[config.mk]
export PLATFORM = sky130hd
export DESIGN_NAME = button_hold_repeat_double_press_top
export DESIGN_NICKNAME = d
export VERILOG_FILES = /design/src/bhr_pkg.sv /design/src/bhr_stage.sv /design/src/bhr_core.sv /design/src/button_hold_repeat_double_press_top.sv
export SDC_FILE = /design/constraint.sdc
export NUM_CORES = 1
export LEC_CHECK = 0
export BUFFER_PORTS_ARGS = -buffer_cell sky130_fd_sc_hd__buf_2
export CAP_MARGIN = 20
export CORE_MARGIN = 8
export CORE_UTILIZATION = 65
export DETAILED_ROUTE_END_ITERATION = 10
export PLACE_DENSITY = 0.86
export SYNTH_ARGS = -nofsm -noshare
export SYNTH_HDL_FRONTEND = slang
export SYNTH_SLANG_ARGS = --single-unit
export TNS_END_PERCENT = 5
[constraint.sdc]
create_clock -name clk -period 6.6 [get_ports clk]
set_input_delay 0.99 -clock clk [delete_from_list [all_inputs] [get_ports clk]]
set_output_delay 0.99 -clock clk [all_outputs]
set_load 0.03 [all_outputs]
[src/bhr_pkg.sv]
package bhr_pkg;

  localparam int VALUE_W        = 16;
  localparam int S_TDATA_W      = 24;
  localparam int M_TDATA_W      = 24;
  localparam int CFG_INDEX_W    = 3;
  localparam int CFG_DATA_W     = 16;
  localparam int TIME_BITS_DEF  = 16;
  localparam int VALUE_BITS_DEF = 16;
  localparam int DPW_RESET      = 400;

  typedef enum logic [CFG_INDEX_W-1:0] {
    REG_HOLD_DELAY          = 3'd0,
    REG_REPEAT_INTERVAL     = 3'd1,
    REG_DOUBLE_PRESS_WINDOW = 3'd2,
    REG_IS_DOUBLE_VARIANT   = 3'd3,
    REG_BUTTON_HAS_DOUBLE   = 3'd4,
    REG_BUTTON_HAS_HOLD     = 3'd5,
    REG_SKIP_RELEASE        = 3'd6
  } bhr_reg_t;

  typedef struct packed {
    logic               hold_fired_in;
    logic [VALUE_W-1:0] press_value;
    logic               mode;
  } bhr_item_t;

  typedef struct packed {
    logic               clear_hold_flag;
    logic               set_hold_flag;
    logic [VALUE_W-1:0] fire_value;
    logic               fire;
  } bhr_result_t;

  typedef struct packed {
    logic is_double_variant;
    logic button_has_double;
    logic button_has_hold;
    logic skip_release;
  } bhr_flags_t;

endpackage

[src/bhr_stage.sv]
module bhr_stage import bhr_pkg::*; #(
  parameter int WIDTH = 8
) (
  input  logic             clk,
  input  logic             rst,
  input  logic             in_valid,
  output logic             in_ready,
  input  logic [WIDTH-1:0] in_data,
  output logic             out_valid,
  input  logic             out_ready,
  output logic [WIDTH-1:0] out_data
);

  logic             valid;
  logic [WIDTH-1:0] data;

  // takes a new transfer when empty or when the held one leaves in the same cycle
  assign in_ready  = !valid || out_ready;
  assign out_valid = valid;
  assign out_data  = data;

  always_ff @(posedge clk) begin
    if (rst) begin
      valid <= 1'b0;
    end else if (in_ready) begin
      valid <= in_valid;
    end
  end

  always_ff @(posedge clk) begin
    if (in_ready && in_valid) begin
      data <= in_data;
    end
  end

endmodule

[src/bhr_core.sv]
module bhr_core import bhr_pkg::*; #(
  parameter int TIME_BITS  = TIME_BITS_DEF,
  parameter int VALUE_BITS = VALUE_BITS_DEF
) (
  input  logic                 clk,
  input  logic                 rst,
  input  logic                 upd,
  input  bhr_item_t            item,
  input  logic [TIME_BITS-1:0] hold_delay,
  input  logic [TIME_BITS-1:0] repeat_interval,
  input  logic [TIME_BITS-1:0] double_press_window,
  input  bhr_flags_t           flags,
  output bhr_result_t          result
);

  localparam int CW = TIME_BITS + 1;
  localparam int VB = (VALUE_BITS < VALUE_W) ? VALUE_BITS : VALUE_W;

  logic          hold_pending, hold_pending_next;
  logic          repeat_running, repeat_running_next;
  logic          first_press_seen, first_press_seen_next;
  logic [CW-1:0] hold_elapsed, hold_elapsed_next;
  logic [CW-1:0] repeat_elapsed, repeat_elapsed_next;
  logic [CW-1:0] double_elapsed, double_elapsed_next;
  logic [VB-1:0] saved_value, saved_value_next;

  logic [CW-1:0] hold_inc, repeat_inc, double_inc;
  logic [CW-1:0] hd_ext, ri_ext, dpw_ext;
  logic [VB-1:0] v;
  logic          rel, hd_zero, ri_zero, partner, swallow;

  function automatic logic [CW-1:0] sat_inc(input logic [CW-1:0] c);
    sat_inc = (&c) ? c : c + CW'(1);
  endfunction

  assign hold_inc   = sat_inc(hold_elapsed);
  assign repeat_inc = sat_inc(repeat_elapsed);
  assign double_inc = sat_inc(double_elapsed);
  assign hd_ext     = CW'(hold_delay);
  assign ri_ext     = CW'(repeat_interval);
  assign dpw_ext    = CW'(double_press_window);
  assign v          = item.press_value[VB-1:0];
  assign rel        = (v == '0);
  assign hd_zero    = (hold_delay == '0);
  assign ri_zero    = (repeat_interval == '0);
  // normal action that defers to a hold action on the same button
  assign partner    = !flags.is_double_variant && hd_zero && flags.button_has_hold;

  always_comb begin
    hold_pending_next     = hold_pending;
    repeat_running_next   = repeat_running;
    first_press_seen_next = first_press_seen;
    hold_elapsed_next     = hold_elapsed;
    repeat_elapsed_next   = repeat_elapsed;
    double_elapsed_next   = double_elapsed;
    saved_value_next      = saved_value;
    swallow               = 1'b0;
    result                = '0;

    if (item.mode) begin
      hold_elapsed_next   = hold_inc;
      repeat_elapsed_next = repeat_inc;
      double_elapsed_next = double_inc;
      if (!hd_zero && hold_pending && (hold_inc > hd_ext)) begin
        hold_pending_next = 1'b0;
        if (!ri_zero) begin
          repeat_running_next = 1'b1;
          repeat_elapsed_next = '0;
        end
        result.fire          = 1'b1;
        result.fire_value    = VALUE_W'(saved_value);
        result.set_hold_flag = 1'b1;
      end else if (!ri_zero && repeat_running && (repeat_inc > ri_ext)) begin
        repeat_elapsed_next = '0;
        result.fire         = 1'b1;
        result.fire_value   = VALUE_W'(saved_value);
      end
    end else begin
      if (rel) begin
        hold_pending_next   = 1'b0;
        repeat_running_next = 1'b0;
      end
      if (partner) begin
        if (!rel) begin
          saved_value_next       = v;
          result.clear_hold_flag = 1'b1;
        end else if (!item.hold_fired_in) begin
          result.fire       = 1'b1;
          result.fire_value = VALUE_W'(saved_value);
        end
      end else if (!(flags.skip_release && rel)) begin
        saved_value_next = v;
        if ((flags.is_double_variant || flags.button_has_double) && !rel) begin
          if (!first_press_seen || (double_elapsed > dpw_ext)) begin
            // first press opens the window
            first_press_seen_next = 1'b1;
            double_elapsed_next   = '0;
            swallow               = flags.is_double_variant;
          end else begin
            first_press_seen_next = 1'b0;
            swallow               = !flags.is_double_variant && hd_zero;
          end
        end
        if (!swallow) begin
          if (!ri_zero && !rel && hd_zero) begin
            repeat_running_next = 1'b1;
            repeat_elapsed_next = '0;
          end
          if (!hd_zero) begin
            if (!rel) begin
              hold_pending_next = 1'b1;
              hold_elapsed_next = '0;
            end
          end else begin
            result.fire       = 1'b1;
            result.fire_value = VALUE_W'(v);
          end
        end
      end
    end
  end

  always_ff @(posedge clk) begin
    if (rst) begin
      hold_pending     <= 1'b0;
      repeat_running   <= 1'b0;
      first_press_seen <= 1'b0;
      hold_elapsed     <= '0;
      repeat_elapsed   <= '0;
      double_elapsed   <= '0;
      saved_value      <= '0;
    end else if (upd) begin
      hold_pending     <= hold_pending_next;
      repeat_running   <= repeat_running_next;
      first_press_seen <= first_press_seen_next;
      hold_elapsed     <= hold_elapsed_next;
      repeat_elapsed   <= repeat_elapsed_next;
      double_elapsed   <= double_elapsed_next;
      saved_value      <= saved_value_next;
    end
  end

  a_set_on_tick: assert property (@(posedge clk) disable iff (rst)
    (upd && result.set_hold_flag) |-> item.mode)
    else $error("hold flag set on a button event");

  a_clear_on_press: assert property (@(posedge clk) disable iff (rst)
    (upd && result.clear_hold_flag) |-> (!item.mode && !rel))
    else $error("hold flag cleared outside a press");

  a_hold_done: assert property (@(posedge clk) disable iff (rst)
    (upd && result.set_hold_flag) |=> !hold_pending)
    else $error("hold still pending after hold fire");

  a_quiet_value: assert property (@(posedge clk) disable iff (rst)
    (upd && !result.fire) |-> (result.fire_value == '0))
    else $error("nonzero value without fire");

endmodule

[src/button_hold_repeat_double_press_top.sv]
// each item passes through the input register and then the result register
// throughput: one item per cycle unless m_tready stalls; the state update sits between the
// input and result register; a stalled result freezes the state; the input register takes
// one more item and then holds s_tready low until the result register drains
// reset (rst, synchronous, active high) clears all timers and flags and loads the
// register defaults; double press window resets to 400 ticks, all else to zero
module button_hold_repeat_double_press_top import bhr_pkg::*; #(
  parameter int TIME_BITS  = TIME_BITS_DEF,
  parameter int VALUE_BITS = VALUE_BITS_DEF
) (
  input  logic                   clk,
  input  logic                   rst,
  input  logic                   s_tvalid,
  output logic                   s_tready,
  input  logic [S_TDATA_W-1:0]   s_tdata,   // press_value[15:0], hold_fired_in, zero pad
  input  logic                   s_tuser,   // mode
  output logic                   m_tvalid,
  input  logic                   m_tready,
  output logic [M_TDATA_W-1:0]   m_tdata,   // fire, fire_value[15:0], set_hold_flag,
                                            // clear_hold_flag, zero pad
  input  logic                   cfg_valid,
  output logic                   cfg_ready,
  input  logic [CFG_INDEX_W-1:0] cfg_index,
  input  logic [CFG_DATA_W-1:0]  cfg_data
);

  localparam int ITEM_W = $bits(bhr_item_t);
  localparam int RES_W  = $bits(bhr_result_t);

  logic [TIME_BITS-1:0] hold_delay, repeat_interval, double_press_window;
  bhr_flags_t           flags;

  bhr_item_t   in_item, q_item;
  bhr_result_t core_res, q_res;
  logic        q_valid, q_ready;
  logic [ITEM_W-1:0] q_bits;
  logic [RES_W-1:0]  res_bits;

  assign cfg_ready = 1'b1;

  always_ff @(posedge clk) begin
    if (rst) begin
      hold_delay          <= '0;
      repeat_interval     <= '0;
      double_press_window <= TIME_BITS'(DPW_RESET);
      flags               <= '0;
    end else if (cfg_valid && cfg_ready) begin
      unique case (bhr_reg_t'(cfg_index))
        REG_HOLD_DELAY:          hold_delay              <= TIME_BITS'(cfg_data);
        REG_REPEAT_INTERVAL:     repeat_interval         <= TIME_BITS'(cfg_data);
        REG_DOUBLE_PRESS_WINDOW: double_press_window     <= TIME_BITS'(cfg_data);
        REG_IS_DOUBLE_VARIANT:   flags.is_double_variant <= cfg_data[0];
        REG_BUTTON_HAS_DOUBLE:   flags.button_has_double <= cfg_data[0];
        REG_BUTTON_HAS_HOLD:     flags.button_has_hold   <= cfg_data[0];
        REG_SKIP_RELEASE:        flags.skip_release      <= cfg_data[0];
        default: ;
      endcase
    end
  end

  always_comb begin
    in_item.mode          = s_tuser;
    in_item.press_value   = s_tdata[VALUE_W-1:0];
    in_item.hold_fired_in = s_tdata[VALUE_W];
  end

  bhr_stage #(.WIDTH(ITEM_W)) u_in_stage (
    .clk       (clk),
    .rst       (rst),
    .in_valid  (s_tvalid),
    .in_ready  (s_tready),
    .in_data   (in_item),
    .out_valid (q_valid),
    .out_ready (q_ready),
    .out_data  (q_bits)
  );

  assign q_item = bhr_item_t'(q_bits);

  // state advances on the transfer from the input register into the result register
  bhr_core #(.TIME_BITS(TIME_BITS), .VALUE_BITS(VALUE_BITS)) u_core (
    .clk                 (clk),
    .rst                 (rst),
    .upd                 (q_valid && q_ready),
    .item                (q_item),
    .hold_delay          (hold_delay),
    .repeat_interval     (repeat_interval),
    .double_press_window (double_press_window),
    .flags               (flags),
    .result              (core_res)
  );

  bhr_stage #(.WIDTH(RES_W)) u_out_stage (
    .clk       (clk),
    .rst       (rst),
    .in_valid  (q_valid),
    .in_ready  (q_ready),
    .in_data   (core_res),
    .out_valid (m_tvalid),
    .out_ready (m_tready),
    .out_data  (res_bits)
  );

  assign q_res   = bhr_result_t'(res_bits);
  assign m_tdata = M_TDATA_W'(q_res);

endmodule

# Word-level counts from Yosys, hierarchy flattened
# Index checks and enable logic that the tools add are counted.
# W data, S select, Z words.
[classes]
add_sub_neg = 3
mul = 0
div = 0
order_cmp = 3
eq_ne = 16
shift = 0
mux = 58
n_bitwise = 3
n_reduce_logical = 48
[op_table]
columns = ["op", "n"]
rows = [
  ["$mux W17", 31],
  ["$add A17 B1 Y17 const B", 3],
  ["$gt A17 B16 Y1", 3],
  ["$reduce_and A17 Y1", 3],
  ["$logic_not A16 Y1", 3],
  ["$mux W16", 3],
  ["$mux W1", 24],
  ["$ne A2 B2 Y1 const B", 8],
  ["$reduce_and A2 Y1", 8],
  ["$logic_and A1 B1 Y1", 12],
  ["$reduce_and A6 Y1", 2],
  ["$reduce_and A5 Y1", 2],
  ["$eq A3 B3 Y1 const B", 3],
  ["$logic_not A1 Y1", 7],
  ["$eq A3 B2 Y1 const B", 2],
  ["$reduce_bool A2 Y1", 3],
  ["$logic_or A1 B1 Y1", 4],
  ["$ne A2 B1 Y1 const B", 2],
  ["$reduce_and A4 Y1", 1],
  ["$eq A3 B1 Y1 const B", 1],
  ["$logic_not A3 Y1", 1],
  ["$not A1 Y1", 3],
  ["$reduce_and A3 Y1", 1],
  ["$reduce_or A2 Y1", 1],
]
[totals]
regBits = 161
latch_bits = 0
ramBits = 0
mem_bits_ro = 0
input_bits = 49
out_inout_bits = 27
wordCells = 151
mem_count = 0

# Longest topological paths before layout
[logic_depth]
word_depth = 11
mapped_depth = 18

# Hierarchy
# A second synthesis with hierarchy kept.
[unflattened]
hier_cells = 928
area_unflattened_um2 = 8873.5
[modules_own_cells]
columns = ["mod", "instances", "cells_each", "area_per_inst_um2", "seq_area_each_um2"]
rows = [
  ["bhr_core", 1, 675, 5437.7, 1401.3],
  ["button_hold_repeat_double_press_top", 1, 206, 2214.6, 1041.0],
  ["bhr_stage at u_out_stage", 1, 24, 625.6, 590.6],
  ["bhr_stage at u_in_stage", 1, 23, 595.6, 560.5],
]

# Worst setup path before layout
# OpenSTA, ideal clock, no wires.
[synth_timing]
path_kind = "reg-to-reg"
startpoint = "register u_core.hold_elapsed[6]"
endpoint = "register u_out_stage.data[10] (netlist: u_out_stage.out_data[10]), data pin"
setup_time_ns = 0.256
arrival_time_ns = 3.693
required_time_ns = 6.344
path_slack_ns = 2.651
stages_incl_launch_ff = 18
period_less_slack_ns = 3.949
path_cell_list = "dfxtp_1 > nand4_1 > nor4_4 > nand2_2 > nand2_1 > nor2_1 > and3_1 > xor2_1 > ha_1 > a211oi_1 > o21ai_0 > nor4_1 > nor2_1 > a41oi_1 > nand3_2 > o21a_2 > buf_4 > a22o_1"
[synth_rtl]
columns = ["item", "line_no", "text"]
rows = [
  ["start: declaration", "bhr_core.sv:22", "logic [CW-1:0] hold_elapsed, hold_elapsed_next;"],
  ["start signal: assignment", "bhr_core.sv:136", "hold_elapsed <= hold_elapsed_next;"],
  ["end signal: assignment", "bhr_stage.sv:32", "data <= in_data;"],
  ["end: declaration", "bhr_stage.sv:15", "logic [WIDTH-1:0] data;"],
]

==> metrics.md <==
| Metric | Value |
|---|---|
| Vias per cell | 6.04 |
| Non-Filler Instances | approximately 1200 |
| Final Hold Vio Count | 0 |
| Inserted Clock Buffers | 17 |
| Peak fanout along the critical path | 17 |
| # diodes | 0 |
| Failing checks | DRC |
| Worst-Skew Late Latency | 0.43 ns |
| Die area | 16800 sq um |
| Max-cap viol count | 0 |
| Setup Skew | about 0.0071 ns |
| Cell with the most instances after synthesis | nand2_1 |
| Antenna violations before repair | 0 |
| Design Area, Final | 9340 sq um |
| R2r endpoint | u_out_stage.out_data[5] |
| Final Max Tran Viols | 0 |
| Share of the synthesized area in the top cell type | 0.295 |
| Status | complete, but fails checks |
| Synth top cells by count | 150 x nand2_1, 124 x dfxtp_1, 80 x a21oi_1, 80 x nor2_1, 56 x inv_1 |
| Final Cycle Share | 0.719 |
| Fmax | 0.211 GHz |
| CTS tree | built |
| Root Driver | clkbuf_16 |
| Placed cells | 1146 |
| Placed inst area | 8770 sq um |
| Register area | 3590 sq um |
| Power share of the combinational group | 0.083 |
| CP Class | flip-flop to flip-flop |
| Post-synthesis sequential area ratio | 0.428 |
| Row count | 41 |
| Post-Route WL | ~20 mm |
| Max IR drop VDD | 0.000247 V |
| Startpoint Class | flip-flop |
| Number of synthesized flops with an enable pin | 37 |
| Port Buf Inserts | 62 |
| Syn Area/Cell | 8.88 sq um |
| Int Power | 1.63 mW |
| Avg WL per Cell | 17.0 microns |
| Clock power frac | 0.439 |
| Post-synthesis instance total | 946 |
| Largest cells by area after synthesis | dfxtp_1 30%, edfxtp_1 13%, ha_1 7.7% |
| P&R area growth vs syn | 11.2% |
| DRT iter0 DRCs | between 600 and 700 |
| Synthesized cell area | 8400 sq um |
| Bufs on Longest Clock Path | 2 |
| Sw Ratio | 0.263 |
| Worst hold path startpoint | double_press_window[2] |
| Actual slew at the worst max-slew pin | between 1 and 1.5 ns |
| H-tree Lvls | 4 |
| DIE HEIGHT | 130 microns |
| Worst Path Required | 6.78 ns |
| Post-CTS setup buffers | 0 |
| Share of cells above drive strength 1 | 0.124 |
| Hold Crit Depth | 2 |
| Gp weighted congestion | between 0.8 and 0.9 |
| Overflow after GRT | 0 |
| WHS Endpoint | double_press_window[2] |
| Worst setup EP type | flip-flop |
| Worst R2R Path Depth | 16 |
| Reg clk slew, reported paths | 0.07 ns |
| Sequential power share | 0.478 |
| Placed wire-length estimate | 13.8 mm |
| Setup_tns | 0 ns |
| Die W | 130 microns |
| Initial core utilization | 0.666 |
| IO Pins | between 70 and 80 |
| Net Sw Power | 0.580 mW |
| Number of synthesized register bits | about 160 |
| Post-synth top area cell | dfxtp_1 |
| Total GRT Usage | 0.247 |
| DRC | 2 |
| Min Tclk post-route | 4.74 ns |
| Area of the multi-input gates | 4410 sq um |
| Total core area | 12600 sq um |
| Top FF cell, synth | dfxtp_1 |
| Final Core Density | 0.740 |
| Largest net degree at the start of global routing | 72 |
| Post-synth ARST share | 0 |
| Synth cell types | between 70 and 80 |
| Arr. time, crit path | 4.93 ns |
| FILL cells | 904 |
| RSZ-0062 raised after global routing | no |
| PD cells | 236 nW/um^2 |
| Min-Delay Path Class | flip-flop to flip-flop |
| Leak | 3.71 nW |
| CTS resizes | 0 |
| Hold buffers post-CTS | 0 |
| Final setup vio count | 0 |
| Nets | roughly 1100 |
| Antenna Nets Post-Route | 0 |
| Vias | about 7000 |
| R2r startpoint | u_core.hold_elapsed[7] |
| DRT Pass-1 Iters | 9 |
| Vias in the first global route | 6922 |
| # clock sinks | 161 |
| First-pass GRT wire length | about 33 mm |
| Relative slew slack | 0.247 |
| Final hold slack | 0.457 ns |
| Synth warn | 0 |
| Worst reg-to-reg setup slack | 1.86 ns |
metal layers:
metal  part of all wire  global-route usage
met2               0.48               0.399
met3              0.062              0.0526
met1               0.43               0.316
met4              0.024               0.103
met5                  0                   0
worst max path at each step:
stage,startpoint,end,slack (ns),cells past startpoint
CTS,u_core.hold_elapsed[6],u_out_stage.out_data[5],1.94,16
global route,u_core.hold_elapsed[6],u_core.repeat_elapsed[3],1.47,16
detailed placement,u_core.hold_elapsed[6],u_out_stage.out_data[10],2.04,16
finish,u_core.hold_elapsed[7],u_out_stage.out_data[5],1.86,16
floorplan,u_core.hold_elapsed[6],u_out_stage.out_data[10],2.65,17
global placement,u_core.hold_elapsed[6],u_out_stage.out_data[9],2.12,16
area by class of cell:
| cell class | instances | area share |
|---|---|---|
| Timing Repair Buffer | 66 | 0.0364 |
| Tap cell | 172 | 0.0230 |
| Multi-Input combinational cell | 690 | 0.472 |
| Clock buffer | 18 | 0.0459 |
| Clock inverter | 14 | 0.0153 |
| Inverter | 57 | 0.0229 |
| Sequential cell | 161 | 0.385 |
cells by family (layout without fill, tap and decap cells):
logic type | Yosys count | count (layout) | synth area share
flops | 161 | 161 | 0.428
simple gates | 383 | 383 | 0.226
other cells | 2 | 6 | 0.000894
xor+xnor | 42 | 42 | 0.0438
buf+inv | 99 | 155 | 0.0497
compound gates | 184 | 184 | 0.147
mux | 23 | 23 | 0.0281
fa+ha+maj | 52 | 52 | 0.0774
worst max-delay path, stage by stage, from the launching register on:
cell,delay (ns)
dfxtp_1,0.44
nand4_1,0.28
nor4_4,0.44
nand2_2,0.19
nand2_1,0.20
nor2_1,0.11
and3_1,0.23
xor2_1,0.21
ha_1,0.30
a211oi_1,0.39
o21ai_0,0.15
nor4_1,0.37
nor2_1,0.10
a41oi_1,0.42
nand3_2,0.11
o21a_2,0.28
a22o_1,0.29
power by group through the flow:
stage | registers [mW] | logic (mW) | clock network (mW)
6_report | 1.06 | 0.183 | 0.969
3_3_place_gp | 1.08 | 0.175 | 0
4_1_cts | 1.06 | 0.181 | 0.972
2_1_floorplan | 1.08 | 0.119 | 0
5_1_grt | 1.06 | 0.199 | 1.02
3_5_place_dp | 1.08 | 0.179 | 0
cell usage in the layout, fill, tap and decap left out, types with 7 or more instances in the layout:
cell type	instances
nand2_1	150
dfxtp_1	124
nor2_1	80
a21oi_1	80
buf_2	62
inv_1	56
ha_1	52
edfxtp_1	37
xnor2_1	29
nand4_1	23
nor3_1	22
nand3_1	20
mux2i_1	20
o21ai_0	18
nor4_1	17
a22o_1	17
clkbuf_16	17
and3_1	14
xor2_1	13
nor2b_1	12
a32o_1	9
a311oi_1	8
and2_1	7
a211oi_1	7
a31oi_1	7
per-stage QoR:
stage	setup WS, ns	power (mW)
CTS	1.94	2.21
finish	1.86	2.21
global route	1.47	2.27
global placement	2.12	1.25
floorplan	2.65	1.20
detailed placement	2.04	1.26
sequential cells by signal (all words and copies together) (netlist names), 4 cells and up:
register               count
u_out_stage.out_data      19
u_in_stage.out_data       18
u_core.double_elapsed     17
u_core.hold_elapsed       17
u_core.repeat_elapsed     17
double_press_window       16
hold_delay                16
repeat_interval           16
u_core.saved_value        16
flags                      4
(Power assumes the default switching activity.)
